===== config.mk =====
export PLATFORM = sky130hd
export DESIGN_NAME = c_subset_lexer
export DESIGN_NICKNAME = d
export VERILOG_FILES = /design/src/csl_pkg.sv /design/src/csl_core.sv /design/src/csl_queue.sv /design/src/c_subset_lexer.sv
export SDC_FILE = /design/constraint.sdc
export NUM_CORES = 2
export LEC_CHECK = 0
export ABC_AREA = 1
export CORE_MARGIN = 4
export CORE_UTILIZATION = 54
export CTS_CLUSTER_SIZE = 24
export DETAILED_ROUTE_END_ITERATION = 16
export DONT_BUFFER_PORTS = 1
export PLACE_DENSITY = 0.71
export SLEW_MARGIN = 10
export SYNTH_ARGS = -nofsm -noshare
export SYNTH_HDL_FRONTEND = slang
export SYNTH_SLANG_ARGS = --single-unit

===== constraint.sdc =====
create_clock -name clock -period 8.78 [get_ports clock]
set_input_delay 0.439 -clock clock [delete_from_list [all_inputs] [get_ports clock]]
set_output_delay 0.439 -clock clock [all_outputs]
set_load 0.01 [all_outputs]

===== src/csl_pkg.sv =====
package csl_pkg;

   localparam int MAX_VALUE_LEN_DEF = 63;
   localparam int LINE_BITS_DEF     = 20;
   localparam int COL_BITS          = 16;
   localparam int LEN_OUT_BITS      = 6;
   localparam int TYPE_BITS         = 6;
   localparam int SLOTS             = 3;
   localparam int QUEUE_DEPTH       = 8;

   typedef enum logic [3:0] {
      M_IDLE,
      M_IDENT,
      M_NUMBER,
      M_STRING,
      M_STR_ESC,
      M_CHR_OPEN,
      M_CHR_ESC,
      M_CHR_CLOSE,
      M_OP,
      M_LINE_CMT,
      M_BLOCK_CMT,
      M_BLOCK_STAR
   } mode_type;

   localparam logic [TYPE_BITS-1:0] TK_EOF      = 6'd0;
   localparam logic [TYPE_BITS-1:0] TK_IDENT    = 6'd1;
   localparam logic [TYPE_BITS-1:0] TK_NUMBER   = 6'd2;
   localparam logic [TYPE_BITS-1:0] TK_STRING   = 6'd3;
   localparam logic [TYPE_BITS-1:0] TK_CHAR     = 6'd4;
   localparam logic [TYPE_BITS-1:0] TK_INT      = 6'd5;
   localparam logic [TYPE_BITS-1:0] TK_RETURN   = 6'd6;
   localparam logic [TYPE_BITS-1:0] TK_IF       = 6'd7;
   localparam logic [TYPE_BITS-1:0] TK_ELSE     = 6'd8;
   localparam logic [TYPE_BITS-1:0] TK_WHILE    = 6'd9;
   localparam logic [TYPE_BITS-1:0] TK_FOR      = 6'd10;
   localparam logic [TYPE_BITS-1:0] TK_BREAK    = 6'd11;
   localparam logic [TYPE_BITS-1:0] TK_CONTINUE = 6'd12;
   localparam logic [TYPE_BITS-1:0] TK_SIZEOF   = 6'd13;
   localparam logic [TYPE_BITS-1:0] TK_EXTERN   = 6'd14;
   localparam logic [TYPE_BITS-1:0] TK_STATIC   = 6'd15;
   localparam logic [TYPE_BITS-1:0] TK_VOID     = 6'd16;
   localparam logic [TYPE_BITS-1:0] TK_CHAR_KW  = 6'd17;
   localparam logic [TYPE_BITS-1:0] TK_PLUS     = 6'd18;
   localparam logic [TYPE_BITS-1:0] TK_MINUS    = 6'd19;
   localparam logic [TYPE_BITS-1:0] TK_STAR     = 6'd20;
   localparam logic [TYPE_BITS-1:0] TK_SLASH    = 6'd21;
   localparam logic [TYPE_BITS-1:0] TK_PERCENT  = 6'd22;
   localparam logic [TYPE_BITS-1:0] TK_LT       = 6'd23;
   localparam logic [TYPE_BITS-1:0] TK_GT       = 6'd24;
   localparam logic [TYPE_BITS-1:0] TK_LE       = 6'd25;
   localparam logic [TYPE_BITS-1:0] TK_GE       = 6'd26;
   localparam logic [TYPE_BITS-1:0] TK_EQ       = 6'd27;
   localparam logic [TYPE_BITS-1:0] TK_NE       = 6'd28;
   localparam logic [TYPE_BITS-1:0] TK_AND      = 6'd29;
   localparam logic [TYPE_BITS-1:0] TK_OR       = 6'd30;
   localparam logic [TYPE_BITS-1:0] TK_NOT      = 6'd31;
   localparam logic [TYPE_BITS-1:0] TK_ASSIGN   = 6'd32;
   localparam logic [TYPE_BITS-1:0] TK_PLUS_EQ  = 6'd33;
   localparam logic [TYPE_BITS-1:0] TK_MINUS_EQ = 6'd34;
   localparam logic [TYPE_BITS-1:0] TK_INC      = 6'd35;
   localparam logic [TYPE_BITS-1:0] TK_DEC      = 6'd36;
   localparam logic [TYPE_BITS-1:0] TK_LBRACE   = 6'd37;
   localparam logic [TYPE_BITS-1:0] TK_RBRACE   = 6'd38;
   localparam logic [TYPE_BITS-1:0] TK_LPAREN   = 6'd39;
   localparam logic [TYPE_BITS-1:0] TK_RPAREN   = 6'd40;
   localparam logic [TYPE_BITS-1:0] TK_LBRACKET = 6'd41;
   localparam logic [TYPE_BITS-1:0] TK_RBRACKET = 6'd42;
   localparam logic [TYPE_BITS-1:0] TK_SEMI     = 6'd43;
   localparam logic [TYPE_BITS-1:0] TK_COMMA    = 6'd44;
   localparam logic [TYPE_BITS-1:0] TK_COLON    = 6'd45;
   localparam logic [TYPE_BITS-1:0] TK_DOT      = 6'd46;
   localparam logic [TYPE_BITS-1:0] TK_ARROW    = 6'd47;
   localparam logic [TYPE_BITS-1:0] TK_AMP      = 6'd48;

endpackage


===== src/csl_core.sv =====
module csl_core #(
   parameter int MAX_VALUE_LEN = csl_pkg::MAX_VALUE_LEN_DEF,
   parameter int LINE_BITS     = csl_pkg::LINE_BITS_DEF,
   localparam int REC_W        = LINE_BITS + 38
) (
   input  logic                                   clock,
   input  logic                                   reset,
   input  logic                                   in_fire,
   input  logic [7:0]                             in_byte,
   input  logic                                   in_end,
   output logic [1:0]                             res_count,
   output logic [csl_pkg::SLOTS-1:0][REC_W-1:0]   res_data
);
   import csl_pkg::*;

   localparam int LEN_BITS = $clog2(MAX_VALUE_LEN + 1);

   typedef struct packed {
      logic                    last;
      logic [LEN_OUT_BITS-1:0] len;
      logic [COL_BITS-1:0]     col;
      logic [LINE_BITS-1:0]    line;
      logic [TYPE_BITS-1:0]    ttype;
      logic [7:0]              vb;
      logic                    kind;
   } rec_type;

   typedef struct packed {
      logic                 push;
      logic [7:0]           push_byte;
      logic                 fin;
      logic [TYPE_BITS-1:0] fin_type;
      logic                 start;
      logic                 fpush;
      logic                 ffin;
      logic [TYPE_BITS-1:0] ftype;
      logic                 eof;
   } ctl_type;

   mode_type             mode_ff, mode_in;
   logic [7:0]           pend_ff, pend_in;
   logic [63:0]          kw_ff, kw_in;
   logic [LEN_BITS-1:0]  tlen_ff, tlen_in;
   logic [LINE_BITS-1:0] line_ff, line_in, tline_ff, tline_in;
   logic [COL_BITS-1:0]  col_ff, col_in, tcol_ff, tcol_in;
   ctl_type              ctl;
   logic [TYPE_BITS-1:0] ident_code;
   rec_type              res [SLOTS];
   logic [1:0]           cnt;

   function automatic logic is_alpha(input logic [7:0] b);
      return (b >= "a" && b <= "z") || (b >= "A" && b <= "Z") || b == "_";
   endfunction

   function automatic logic is_digit(input logic [7:0] b);
      return b >= "0" && b <= "9";
   endfunction

   function automatic logic [7:0] unescape(input logic [7:0] b);
      logic [7:0] r;
      r = b;
      if (b == "n") r = 8'h0a;
      else if (b == "t") r = 8'h09;
      else if (b == "r") r = 8'h0d;
      return r;
   endfunction

   function automatic logic [TYPE_BITS-1:0] op_single(input logic [7:0] p);
      logic [TYPE_BITS-1:0] r;
      case (p)
         "+":     r = TK_PLUS;
         "-":     r = TK_MINUS;
         "<":     r = TK_LT;
         ">":     r = TK_GT;
         "=":     r = TK_ASSIGN;
         "!":     r = TK_NOT;
         "&":     r = TK_AMP;
         "|":     r = TK_OR;
         "/":     r = TK_SLASH;
         default: r = TK_EOF;
      endcase
      return r;
   endfunction

   function automatic logic [TYPE_BITS-1:0] op_pair(input logic [7:0] p, input logic [7:0] b);
      logic [TYPE_BITS-1:0] r;
      r = TK_EOF;
      if (p == "+" && b == "+") r = TK_INC;
      else if (p == "+" && b == "=") r = TK_PLUS_EQ;
      else if (p == "-" && b == "-") r = TK_DEC;
      else if (p == "-" && b == "=") r = TK_MINUS_EQ;
      else if (p == "-" && b == ">") r = TK_ARROW;
      else if (p == "<" && b == "=") r = TK_LE;
      else if (p == ">" && b == "=") r = TK_GE;
      else if (p == "=" && b == "=") r = TK_EQ;
      else if (p == "!" && b == "=") r = TK_NE;
      else if (p == "&" && b == "&") r = TK_AND;
      else if (p == "|" && b == "|") r = TK_OR;
      return r;
   endfunction

   function automatic logic [TYPE_BITS-1:0] punct(input logic [7:0] b);
      logic [TYPE_BITS-1:0] r;
      case (b)
         "*":     r = TK_STAR;
         "%":     r = TK_PERCENT;
         "{":     r = TK_LBRACE;
         "}":     r = TK_RBRACE;
         "(":     r = TK_LPAREN;
         ")":     r = TK_RPAREN;
         "[":     r = TK_LBRACKET;
         "]":     r = TK_RBRACKET;
         ";":     r = TK_SEMI;
         ",":     r = TK_COMMA;
         ":":     r = TK_COLON;
         ".":     r = TK_DOT;
         default: r = TK_EOF;
      endcase
      return r;
   endfunction

   // Keywords packed first byte lowest, zero filled.
   function automatic logic [TYPE_BITS-1:0] kw_lookup(input logic [63:0] kw,
                                                      input logic [3:0] n);
      logic [TYPE_BITS-1:0] r;
      r = TK_IDENT;
      if (n == 4'd3 && kw == 64'h746e69) r = TK_INT;
      else if (n == 4'd4 && kw == 64'h64696f76) r = TK_VOID;
      else if (n == 4'd4 && kw == 64'h72616863) r = TK_CHAR_KW;
      else if (n == 4'd6 && kw == 64'h6e7275746572) r = TK_RETURN;
      else if (n == 4'd2 && kw == 64'h6669) r = TK_IF;
      else if (n == 4'd4 && kw == 64'h65736c65) r = TK_ELSE;
      else if (n == 4'd5 && kw == 64'h656c696877) r = TK_WHILE;
      else if (n == 4'd3 && kw == 64'h726f66) r = TK_FOR;
      else if (n == 4'd5 && kw == 64'h6b61657262) r = TK_BREAK;
      else if (n == 4'd8 && kw == 64'h65756e69746e6f63) r = TK_CONTINUE;
      else if (n == 4'd6 && kw == 64'h666f657a6973) r = TK_SIZEOF;
      else if (n == 4'd6 && kw == 64'h6e7265747865) r = TK_EXTERN;
      else if (n == 4'd6 && kw == 64'h636974617473) r = TK_STATIC;
      return r;
   endfunction

   function automatic logic [LEN_OUT_BITS-1:0] len_out(input logic [LEN_BITS-1:0] n);
      logic [LEN_BITS+LEN_OUT_BITS-1:0] w;
      w = {{LEN_OUT_BITS{1'b0}}, n};
      return w[LEN_OUT_BITS-1:0];
   endfunction

   assign ident_code = (tlen_ff > LEN_BITS'(8)) ? TK_IDENT : kw_lookup(kw_ff, tlen_ff[3:0]);

   // Next state and per-byte decisions.
   always_comb begin
      logic fresh;
      ctl     = '0;
      mode_in = mode_ff;
      pend_in = pend_ff;
      fresh   = 1'b0;
      if (in_end) begin
         ctl.eof = 1'b1;
         mode_in = M_IDLE;
         pend_in = '0;
         case (mode_ff)
            M_IDENT:     begin ctl.fin = 1'b1; ctl.fin_type = ident_code; end
            M_NUMBER:    begin ctl.fin = 1'b1; ctl.fin_type = TK_NUMBER; end
            M_STRING:    begin ctl.fin = 1'b1; ctl.fin_type = TK_STRING; end
            M_STR_ESC: begin
               ctl.push = 1'b1; ctl.push_byte = "\\";
               ctl.fin = 1'b1; ctl.fin_type = TK_STRING;
            end
            M_CHR_OPEN:  begin ctl.fin = 1'b1; ctl.fin_type = TK_CHAR; end
            M_CHR_ESC: begin
               ctl.push = 1'b1; ctl.push_byte = "\\";
               ctl.fin = 1'b1; ctl.fin_type = TK_CHAR;
            end
            M_CHR_CLOSE: begin ctl.fin = 1'b1; ctl.fin_type = TK_CHAR; end
            M_OP:        begin ctl.fin = 1'b1; ctl.fin_type = op_single(pend_ff); end
            default: ;
         endcase
      end else begin
         case (mode_ff)
            M_IDENT: begin
               if (is_alpha(in_byte) || is_digit(in_byte)) begin
                  ctl.push = 1'b1; ctl.push_byte = in_byte;
               end else begin
                  ctl.fin = 1'b1; ctl.fin_type = ident_code; fresh = 1'b1;
               end
            end
            M_NUMBER: begin
               if (is_digit(in_byte)) begin
                  ctl.push = 1'b1; ctl.push_byte = in_byte;
               end else begin
                  ctl.fin = 1'b1; ctl.fin_type = TK_NUMBER; fresh = 1'b1;
               end
            end
            M_STRING: begin
               if (in_byte == "\"") begin
                  ctl.fin = 1'b1; ctl.fin_type = TK_STRING; mode_in = M_IDLE;
               end else if (in_byte == "\\") begin
                  mode_in = M_STR_ESC;
               end else begin
                  ctl.push = 1'b1; ctl.push_byte = in_byte;
               end
            end
            M_STR_ESC: begin
               ctl.push = 1'b1; ctl.push_byte = unescape(in_byte); mode_in = M_STRING;
            end
            M_CHR_OPEN: begin
               if (in_byte == "\\") begin
                  mode_in = M_CHR_ESC;
               end else begin
                  ctl.push = 1'b1; ctl.push_byte = in_byte; mode_in = M_CHR_CLOSE;
               end
            end
            M_CHR_ESC: begin
               ctl.push = 1'b1; ctl.push_byte = unescape(in_byte); mode_in = M_CHR_CLOSE;
            end
            M_CHR_CLOSE: begin
               ctl.fin = 1'b1; ctl.fin_type = TK_CHAR; mode_in = M_IDLE;
               fresh = (in_byte != "'");
            end
            M_OP: begin
               if (pend_ff == "/" && in_byte == "/") begin
                  mode_in = M_LINE_CMT;
               end else if (pend_ff == "/" && in_byte == "*") begin
                  mode_in = M_BLOCK_CMT;
               end else if (op_pair(pend_ff, in_byte) != TK_EOF) begin
                  ctl.fin = 1'b1; ctl.fin_type = op_pair(pend_ff, in_byte); mode_in = M_IDLE;
               end else begin
                  ctl.fin = 1'b1; ctl.fin_type = op_single(pend_ff); fresh = 1'b1;
               end
            end
            M_LINE_CMT: begin
               if (in_byte == 8'h0a) mode_in = M_IDLE;
            end
            M_BLOCK_CMT: begin
               if (in_byte == "*") mode_in = M_BLOCK_STAR;
            end
            M_BLOCK_STAR: begin
               if (in_byte == "/") mode_in = M_IDLE;
               else if (in_byte != "*") mode_in = M_BLOCK_CMT;
            end
            default: fresh = 1'b1;
         endcase
      end
      // Lex the byte as the start of something new.
      if (fresh) begin
         mode_in = M_IDLE;
         if (in_byte == " " || in_byte == 8'h09 || in_byte == 8'h0a || in_byte == 8'h0d) begin
         end else if (is_alpha(in_byte)) begin
            ctl.start = 1'b1; ctl.fpush = 1'b1; mode_in = M_IDENT;
         end else if (is_digit(in_byte)) begin
            ctl.start = 1'b1; ctl.fpush = 1'b1; mode_in = M_NUMBER;
         end else if (in_byte == "\"") begin
            ctl.start = 1'b1; mode_in = M_STRING;
         end else if (in_byte == "'") begin
            ctl.start = 1'b1; mode_in = M_CHR_OPEN;
         end else if (op_single(in_byte) != TK_EOF) begin
            ctl.start = 1'b1; mode_in = M_OP; pend_in = in_byte;
         end else begin
            ctl.start = 1'b1; ctl.ffin = 1'b1; ctl.ftype = punct(in_byte);
         end
      end
   end

   // Token datapath and result words.
   always_comb begin
      logic [LEN_BITS-1:0] len_a;
      kw_in    = kw_ff;
      tlen_in  = tlen_ff;
      tline_in = tline_ff;
      tcol_in  = tcol_ff;
      line_in  = line_ff;
      col_in   = col_ff;
      cnt      = 2'd0;
      for (int i = 0; i < SLOTS; i++) res[i] = '0;
      len_a = tlen_ff;
      if (ctl.push && tlen_ff < LEN_BITS'(MAX_VALUE_LEN)) begin
         if (tlen_ff < LEN_BITS'(8)) kw_in[{tlen_ff[2:0], 3'b000} +: 8] = ctl.push_byte;
         len_a   = tlen_ff + LEN_BITS'(1);
         tlen_in = len_a;
         res[cnt] = '{last: 1'b0, len: len_out(len_a), col: tcol_ff, line: tline_ff,
                      ttype: TK_EOF, vb: ctl.push_byte, kind: 1'b0};
         cnt = cnt + 2'd1;
      end
      if (ctl.fin) begin
         res[cnt] = '{last: 1'b0, len: len_out(len_a), col: tcol_ff, line: tline_ff,
                      ttype: ctl.fin_type, vb: 8'd0, kind: 1'b1};
         cnt = cnt + 2'd1;
      end
      if (ctl.start) begin
         tline_in = line_ff;
         tcol_in  = col_ff;
         tlen_in  = '0;
         kw_in    = '0;
      end
      if (ctl.fpush) begin
         kw_in   = {56'd0, in_byte};
         tlen_in = LEN_BITS'(1);
         res[cnt] = '{last: 1'b0, len: LEN_OUT_BITS'(1), col: col_ff, line: line_ff,
                      ttype: TK_EOF, vb: in_byte, kind: 1'b0};
         cnt = cnt + 2'd1;
      end
      if (ctl.ffin) begin
         res[cnt] = '{last: 1'b0, len: '0, col: col_ff, line: line_ff,
                      ttype: ctl.ftype, vb: 8'd0, kind: 1'b1};
         cnt = cnt + 2'd1;
      end
      if (ctl.eof) begin
         res[cnt] = '{last: 1'b0, len: '0, col: col_ff, line: line_ff,
                      ttype: TK_EOF, vb: 8'd0, kind: 1'b1};
         cnt = cnt + 2'd1;
         kw_in    = '0;
         tlen_in  = '0;
         line_in  = LINE_BITS'(1);
         col_in   = COL_BITS'(1);
         tline_in = LINE_BITS'(1);
         tcol_in  = COL_BITS'(1);
      end else if (in_byte == 8'h0a) begin
         if (line_ff != '1) line_in = line_ff + LINE_BITS'(1);
         col_in = COL_BITS'(1);
      end else if (col_ff != '1) begin
         col_in = col_ff + COL_BITS'(1);
      end
      if (cnt != 2'd0) res[cnt - 2'd1].last = 1'b1;
   end

   always_comb begin
      res_count = in_fire ? cnt : 2'd0;
      for (int i = 0; i < SLOTS; i++) res_data[i] = res[i];
   end

   always_ff @(posedge clock) begin
      if (reset) begin
         mode_ff  <= M_IDLE;
         pend_ff  <= '0;
         kw_ff    <= '0;
         tlen_ff  <= '0;
         line_ff  <= LINE_BITS'(1);
         col_ff   <= COL_BITS'(1);
         tline_ff <= LINE_BITS'(1);
         tcol_ff  <= COL_BITS'(1);
      end else if (in_fire) begin
         mode_ff  <= mode_in;
         pend_ff  <= pend_in;
         kw_ff    <= kw_in;
         tlen_ff  <= tlen_in;
         line_ff  <= line_in;
         col_ff   <= col_in;
         tline_ff <= tline_in;
         tcol_ff  <= tcol_in;
      end
   end

endmodule


===== src/csl_queue.sv =====
module csl_queue #(
   parameter int WIDTH = 58,
   parameter int DEPTH = csl_pkg::QUEUE_DEPTH
) (
   input  logic                                   clock,
   input  logic                                   reset,
   input  logic [1:0]                             push_count,
   input  logic [csl_pkg::SLOTS-1:0][WIDTH-1:0]   push_data,
   output logic                                   space_ok,
   output logic                                   out_valid,
   input  logic                                   out_ready,
   output logic [WIDTH-1:0]                       out_data
);
   import csl_pkg::*;

   localparam int PW = $clog2(DEPTH);
   localparam int CW = $clog2(DEPTH + 1);

   logic [WIDTH-1:0] mem [DEPTH];
   logic [PW-1:0]    wr_ff, wr_in, rd_ff, rd_in;
   logic [CW-1:0]    count_ff, count_in;
   logic             pop;

   assign out_valid = (count_ff != '0);
   assign out_data  = mem[rd_ff];
   assign pop       = out_valid && out_ready;
   // Room for the largest burst one byte can cause.
   assign space_ok  = (count_ff <= CW'(DEPTH - SLOTS));

   always_comb begin
      wr_in    = wr_ff + PW'(push_count);
      rd_in    = pop ? rd_ff + PW'(1) : rd_ff;
      count_in = count_ff + CW'(push_count) - CW'(pop);
   end

   always_ff @(posedge clock) begin
      for (int i = 0; i < SLOTS; i++) begin
         if (2'(i) < push_count) mem[wr_ff + PW'(i)] <= push_data[i];
      end
   end

   always_ff @(posedge clock) begin
      if (reset) begin
         wr_ff    <= '0;
         rd_ff    <= '0;
         count_ff <= '0;
      end else begin
         wr_ff    <= wr_in;
         rd_ff    <= rd_in;
         count_ff <= count_in;
      end
   end

endmodule


===== src/c_subset_lexer.sv =====
// C subset lexer. One source byte is taken per clock on the req side (end of
// source is a word with req_tlast high; its byte is ignored, pending tokens are
// flushed, an EOF record follows and the lexer returns to its reset state).
// Each byte is lexed in the cycle it is accepted and gives zero to three result
// words: streamed value bytes (tuser 0) and token records (tuser 1) with type,
// start line, start column and kept length; rsp_tlast marks the last word of a
// byte. Results drain one per clock with rsp_tready high through an eight-entry
// result queue; req_tready is high while it has room for three words, so the
// sustained rate is one byte per cycle if results average at most one per byte.
module c_subset_lexer #(
   parameter int MAX_VALUE_LEN = csl_pkg::MAX_VALUE_LEN_DEF,
   parameter int LINE_BITS     = csl_pkg::LINE_BITS_DEF,
   localparam int TDATA_BITS   = (LINE_BITS + 36 + 7) / 8 * 8
) (
   input  logic                  clock,
   input  logic                  reset,
   input  logic                  req_tvalid,
   output logic                  req_tready,
   input  logic [7:0]            req_tdata,   // src_byte
   input  logic                  req_tlast,   // end_of_input
   output logic                  rsp_tvalid,
   input  logic                  rsp_tready,
   // value_byte, token_type, start_line, start_column, value_length
   output logic [TDATA_BITS-1:0] rsp_tdata,
   output logic                  rsp_tuser,   // record_kind
   output logic                  rsp_tlast    // last_of_run
);
   import csl_pkg::*;

   localparam int REC_W = LINE_BITS + 38;

   logic                             fire;
   logic [1:0]                       res_count;
   logic [SLOTS-1:0][REC_W-1:0]      res_data;
   logic [REC_W-1:0]                 head;

   assign fire = req_tvalid && req_tready;

   csl_core #(
      .MAX_VALUE_LEN (MAX_VALUE_LEN),
      .LINE_BITS     (LINE_BITS)
   ) u_core (
      .clock     (clock),
      .reset     (reset),
      .in_fire   (fire),
      .in_byte   (req_tdata),
      .in_end    (req_tlast),
      .res_count (res_count),
      .res_data  (res_data)
   );

   csl_queue #(
      .WIDTH (REC_W),
      .DEPTH (QUEUE_DEPTH)
   ) u_queue (
      .clock      (clock),
      .reset      (reset),
      .push_count (res_count),
      .push_data  (res_data),
      .space_ok   (req_tready),
      .out_valid  (rsp_tvalid),
      .out_ready  (rsp_tready),
      .out_data   (head)
   );

   assign rsp_tuser = head[0];
   assign rsp_tdata = TDATA_BITS'(head[REC_W-2:1]);
   assign rsp_tlast = head[REC_W-1];

endmodule


==> metrics.md <==
| Metric | Value |
|---|---|
| Outcome | `complete, no violations` |
| Net Sw Power | `between 6 and 7 mW` |
| Routed Antenna Nets | `0` |
| Post-cts repair resize count | `0` |
| Sequential area share after synthesis | `between 40 and 50%` |
| CTS clk-pin slew, worst paths | `about 0.06 ns` |
| Largest net degree at the start of global routing | `199` |
| DRC violations left | `0` |
| Clock tree from TritonCTS | `built` |
| Post-Syn Nets | `roughly 6300` |
| Cell row count | `a little over 100` |
| Worst Setup Slack, final | `between 1 and 1.5 ns` |
| DP Worst Slack | `~1.5 ns` |
| Routed vias | `between 40000 and 50000` |
| Worst Path Arrival | `a little under 8 ns` |
| Dpl cells | `6995` |
| Area grow syn2layout | `5.84%` |
| Ratio of cells with drive above 1 in the final layout | `roughly 6.5%` |
| Initial antenna violation count | `3` |
| Mapped Area | `about 43000 µm²` |
| Hpwl dp | `between 90000 and 100000 µm` |
| DIE HEIGHT | `roughly 290 µm` |
| Grt ovf | `0` |
| Vias per cell | `6.48` |
| Clock Power Share | `between 20% and 30%` |
| PD cells | `286 nW/µm²` |
| RSZ-0062 raised after global routing | `false` |
| Core area | `~79000 µm²` |
| Die X | `roughly 290 µm` |
| Setup crit start | `u_core.mode_ff[2]$_SDFFE_PP0P_` |
| Hold Path Depth | `3` |
| Initial Util | `between 50% and 60%` |
| Post-DP Area | `43100 µm²` |
| Avg Cell Area, Syn | `6.82 µm²` |
| Hold path endpoint | `u_core.pend_ff[2]$_SDFFE_PP0P_` |
| Hold crit path type | `in2reg` |
| Fin. Hold Viols | `0` |
| Critical path required time | `just over 9 ns` |
| Total Power | `between 10 and 15 mW` |
| Setup TNS | `0 ns` |
| CTS Buf Count | `72` |
| Drt first pass iters | `7` |
| RR Endpoint | `u_queue.mem[0][55]$_SDFFCE_PP0P_` |
| Setup Crit Path Kind | `reg2reg` |
| Synth Register Bits | `631` |
| Routed wire length | `174000 µm` |
| Distinct cell type count after synthesis | `57` |
| Slew Limit Fails | `0` |
| Seq pwr share | `between 30% and 40%` |
| Logic pwr share | `between 40% and 50%` |
| FMAX | `0.135 GHz` |
| Post-synth EDFFs | `between 400 and 500` |
| Port bufs | `0` |
| CP Launch Type | `flip-flop` |
| Critical path fanouts, max | `59` |
| Root buffer cell | `clkbuf_16` |
| Gate Count Post-Synth | `6299` |
| Worst slew margin | `between 10 and 15%` |
| Static leakage | `20.1 nW` |
| Full die area | `roughly 84000 µm²` |
| Initial detailed-routing violation count | `7201` |
| Sw frac | `~48%` |
| Vias in the first global route | `42300` |
| CTS H-tree lvls | `3` |
| Syn. warnings | `0` |
| Layout Nets | `6064` |
| Worst Setup End Kind | `flip-flop` |
| Routability congestion estimate | `just under 1` |
| Cell Count, Final, Fillers Out | `between 7000 and 8000` |
| GR Util All Layers | `39.5%` |
| # IOs | `73` |
| Post-synth ARST share | `0%` |
| Tmin final | `about 7.4 ns` |
| Wirelength per Cell | `24.4 µm` |
| R2R setup slack | `about 1.4 ns` |
| Pint | `6.81 mW` |
| Hold Crit Start | `req_tlast` |
| # setup viols final | `0` |
| FF-to-FF Start | `u_core.mode_ff[2]$_SDFFE_PP0P_` |
| Skew final | `roughly 0.037 ns` |
| TritonCTS Sinks | `631` |
| Max IR drop VDD | `approximately 460 µV` |
| Clk Latency, worst-skew pair | `between 0.6 and 0.7 ns` |
| Worst slew pin tran | `between 1 and 1.5 ns` |
| Worst-case clock buffer depth | `3` |
| Max_cap viols | `0` |
| Synth Flop Type | `edfxtp_1` |
| Final instance area | `between 40000 and 50000 µm²` |
| First-pass GRT wire length | `260000 µm` |
| Crit share post-route | `between 80% and 90%` |
| Reg2reg path depth | `22` |
## kinds of logic (layout without fill, tap and decap cells)
logic type / after synthesis / count (layout) / synth area share [%]
simple gates: 4139 / 4139 / 41.6
other cells: 0 / 5 / 0
compound gates: 680 / 680 / 8.89
flops: 631 / 631 / 40.2
buf+inv: 811 / 592 / 8.15
xor+xnor: 7 / 7 / 0.143
fa+ha+maj: 31 / 31 / 0.938
## power groups by stage
stage	clock network, mW	logic, mW	registers [mW]
2_1_floorplan	0	3.82	4.07
3_3_place_gp	0	5.54	4.11
3_5_place_dp	0	5.60	4.12
4_1_cts	3.00	5.63	4.06
5_1_grt	3.12	6.21	4.10
6_report	3.00	5.93	4.07
## how the worst max path moves through the flow
stage	to	slack [ns]	cells past startpoint
4_1_cts	u_queue.mem[6][7]$_DFFE_PP_	1.59	23
5_1_grt	u_queue.mem[0][4]$_DFFE_PP_	1.11	22
2_1_floorplan	u_queue.mem[4][0]$_DFFE_PP_	2.35	27
3_5_place_dp	u_queue.mem[6][5]$_DFFE_PP_	1.45	24
6_report	u_queue.mem[0][55]$_SDFFCE_PP0P_	1.36	22
3_3_place_gp	u_queue.mem[0][30]$_DFFE_PP_	1.55	23
## cell type report
| class | count | area [µm²] |
|---|---|---|
| clock buffers | 102 | 2010 |
| well taps | 1050 | 1310 |
| inverters | 378 | 1430 |
| fillers | 7496 | 33400 |
| multi-input cells | 4857 | 22400 |
| clock inverters | 32 | 283 |
| flip-flops and latches | 631 | 17300 |
| diodes | 5 | 12.5 |
| repair buffers | 80 | 733 |
## sequential cells by signal, summed over array words and instances (netlist names), named ones only
signal            count
u_queue.wr_ff         3
u_queue.count_ff      4
u_core.line_ff       20
u_core.tlen_ff        6
u_core.pend_ff        8
u_core.col_ff        16
u_core.mode_ff        4
u_queue.mem         464
u_core.kw_ff         64
u_queue.rd_ff         3
u_core.tline_ff      20
u_core.tcol_ff       16
## metrics by stage
step	utilization, %	hold slack, ns
detailed placement	54.7	0.451
CTS	57.6	0.00224
finish	57.6	0.0322
global route	57.6	0.0275
global placement	54.7	0.443
floorplan	-	0.433
## timing repair
item,CTS,global route
endpoints found under the hold margin,100,0
setup buffers,0,0
hold buffers,1,0
## placed cells by master (no fill, tap or decap), types with 5 or more instances in the layout
master	netlist	routed
edfxtp_1	464	464
clkinv_2	0	14
clkbuf_8	0	5
o21ai_2	21	21
nor2_2	33	34
nand4_1	89	89
clkbuf_16	0	74
clkinv_1	10	18
clkbuf_1	259	23
ha_1	29	29
dfxtp_1	167	165
o22ai_1	67	67
nand3_4	0	10
buf_4	34	70
buf_12	0	9
o21ai_1	21	21
o211ai_1	8	8
or2_2	6	6
a21boi_1	6	6
diode_2	0	5
nor2_1	797	790
nand2_1	1816	1815
nand3_1	1267	1256
inv_2	65	65
a31oi_1	73	73
inv_1	303	301
nor3_2	5	13
nand2_2	15	16
nand3_2	23	24
a21oi_1	151	150
nor2_4	6	12
a211oi_1	9	9
o21ai_0	295	295
and3_1	9	9
nor3_1	57	49
## critical path, stage by stage (launching register included)
cell and delay, ns:
dfxtp_1 0.34, nor2_1 0.18, inv_1 0.10, nor2_1 0.36, nand2_1 0.15, nor2_1 0.11, inv_1 0.08, nand4_1 0.25
nand3_2 0.40, inv_2 0.78, ha_1 0.41, nand4_2 0.27, nand2_1 0.19, ha_1 0.33, or2_2 0.29, nand2_1 0.11
ha_1 0.23, or2_2 0.34, a21oi_4 0.55, nand3_2 0.10, buf_4 0.50, nand3_4 0.62, buf_12 0.34
## routing by layer
layer,routed length (µm),vias up,track usage [%]
li1,-,20600,-
met1,63500,21000,52.9
met2,72600,3784,58.2
met3,27500,860,12.2
met4,10200,0,19.4
met5,0,-,0
## cell usage after synthesis (23+ instances only)
cell	number	area (µm²)
nand2_1	1816	6820
buf_6	25	282
nor3_1	57	285
nand3_1	1267	6340
a21oi_1	151	756
o22ai_1	67	419
clkbuf_1	259	972
inv_2	65	244
dfxtp_1	167	3340
o21ai_0	295	1480
buf_2	95	475
nand4_1	89	557
edfxtp_1	464	13900
buf_4	34	255
nand3_2	23	230
nor2_1	797	2990
nor2_2	33	206
ha_1	29	363
inv_1	303	1140
a31oi_1	73	457
No activity file was read; power rests on OpenSTA's default activity.
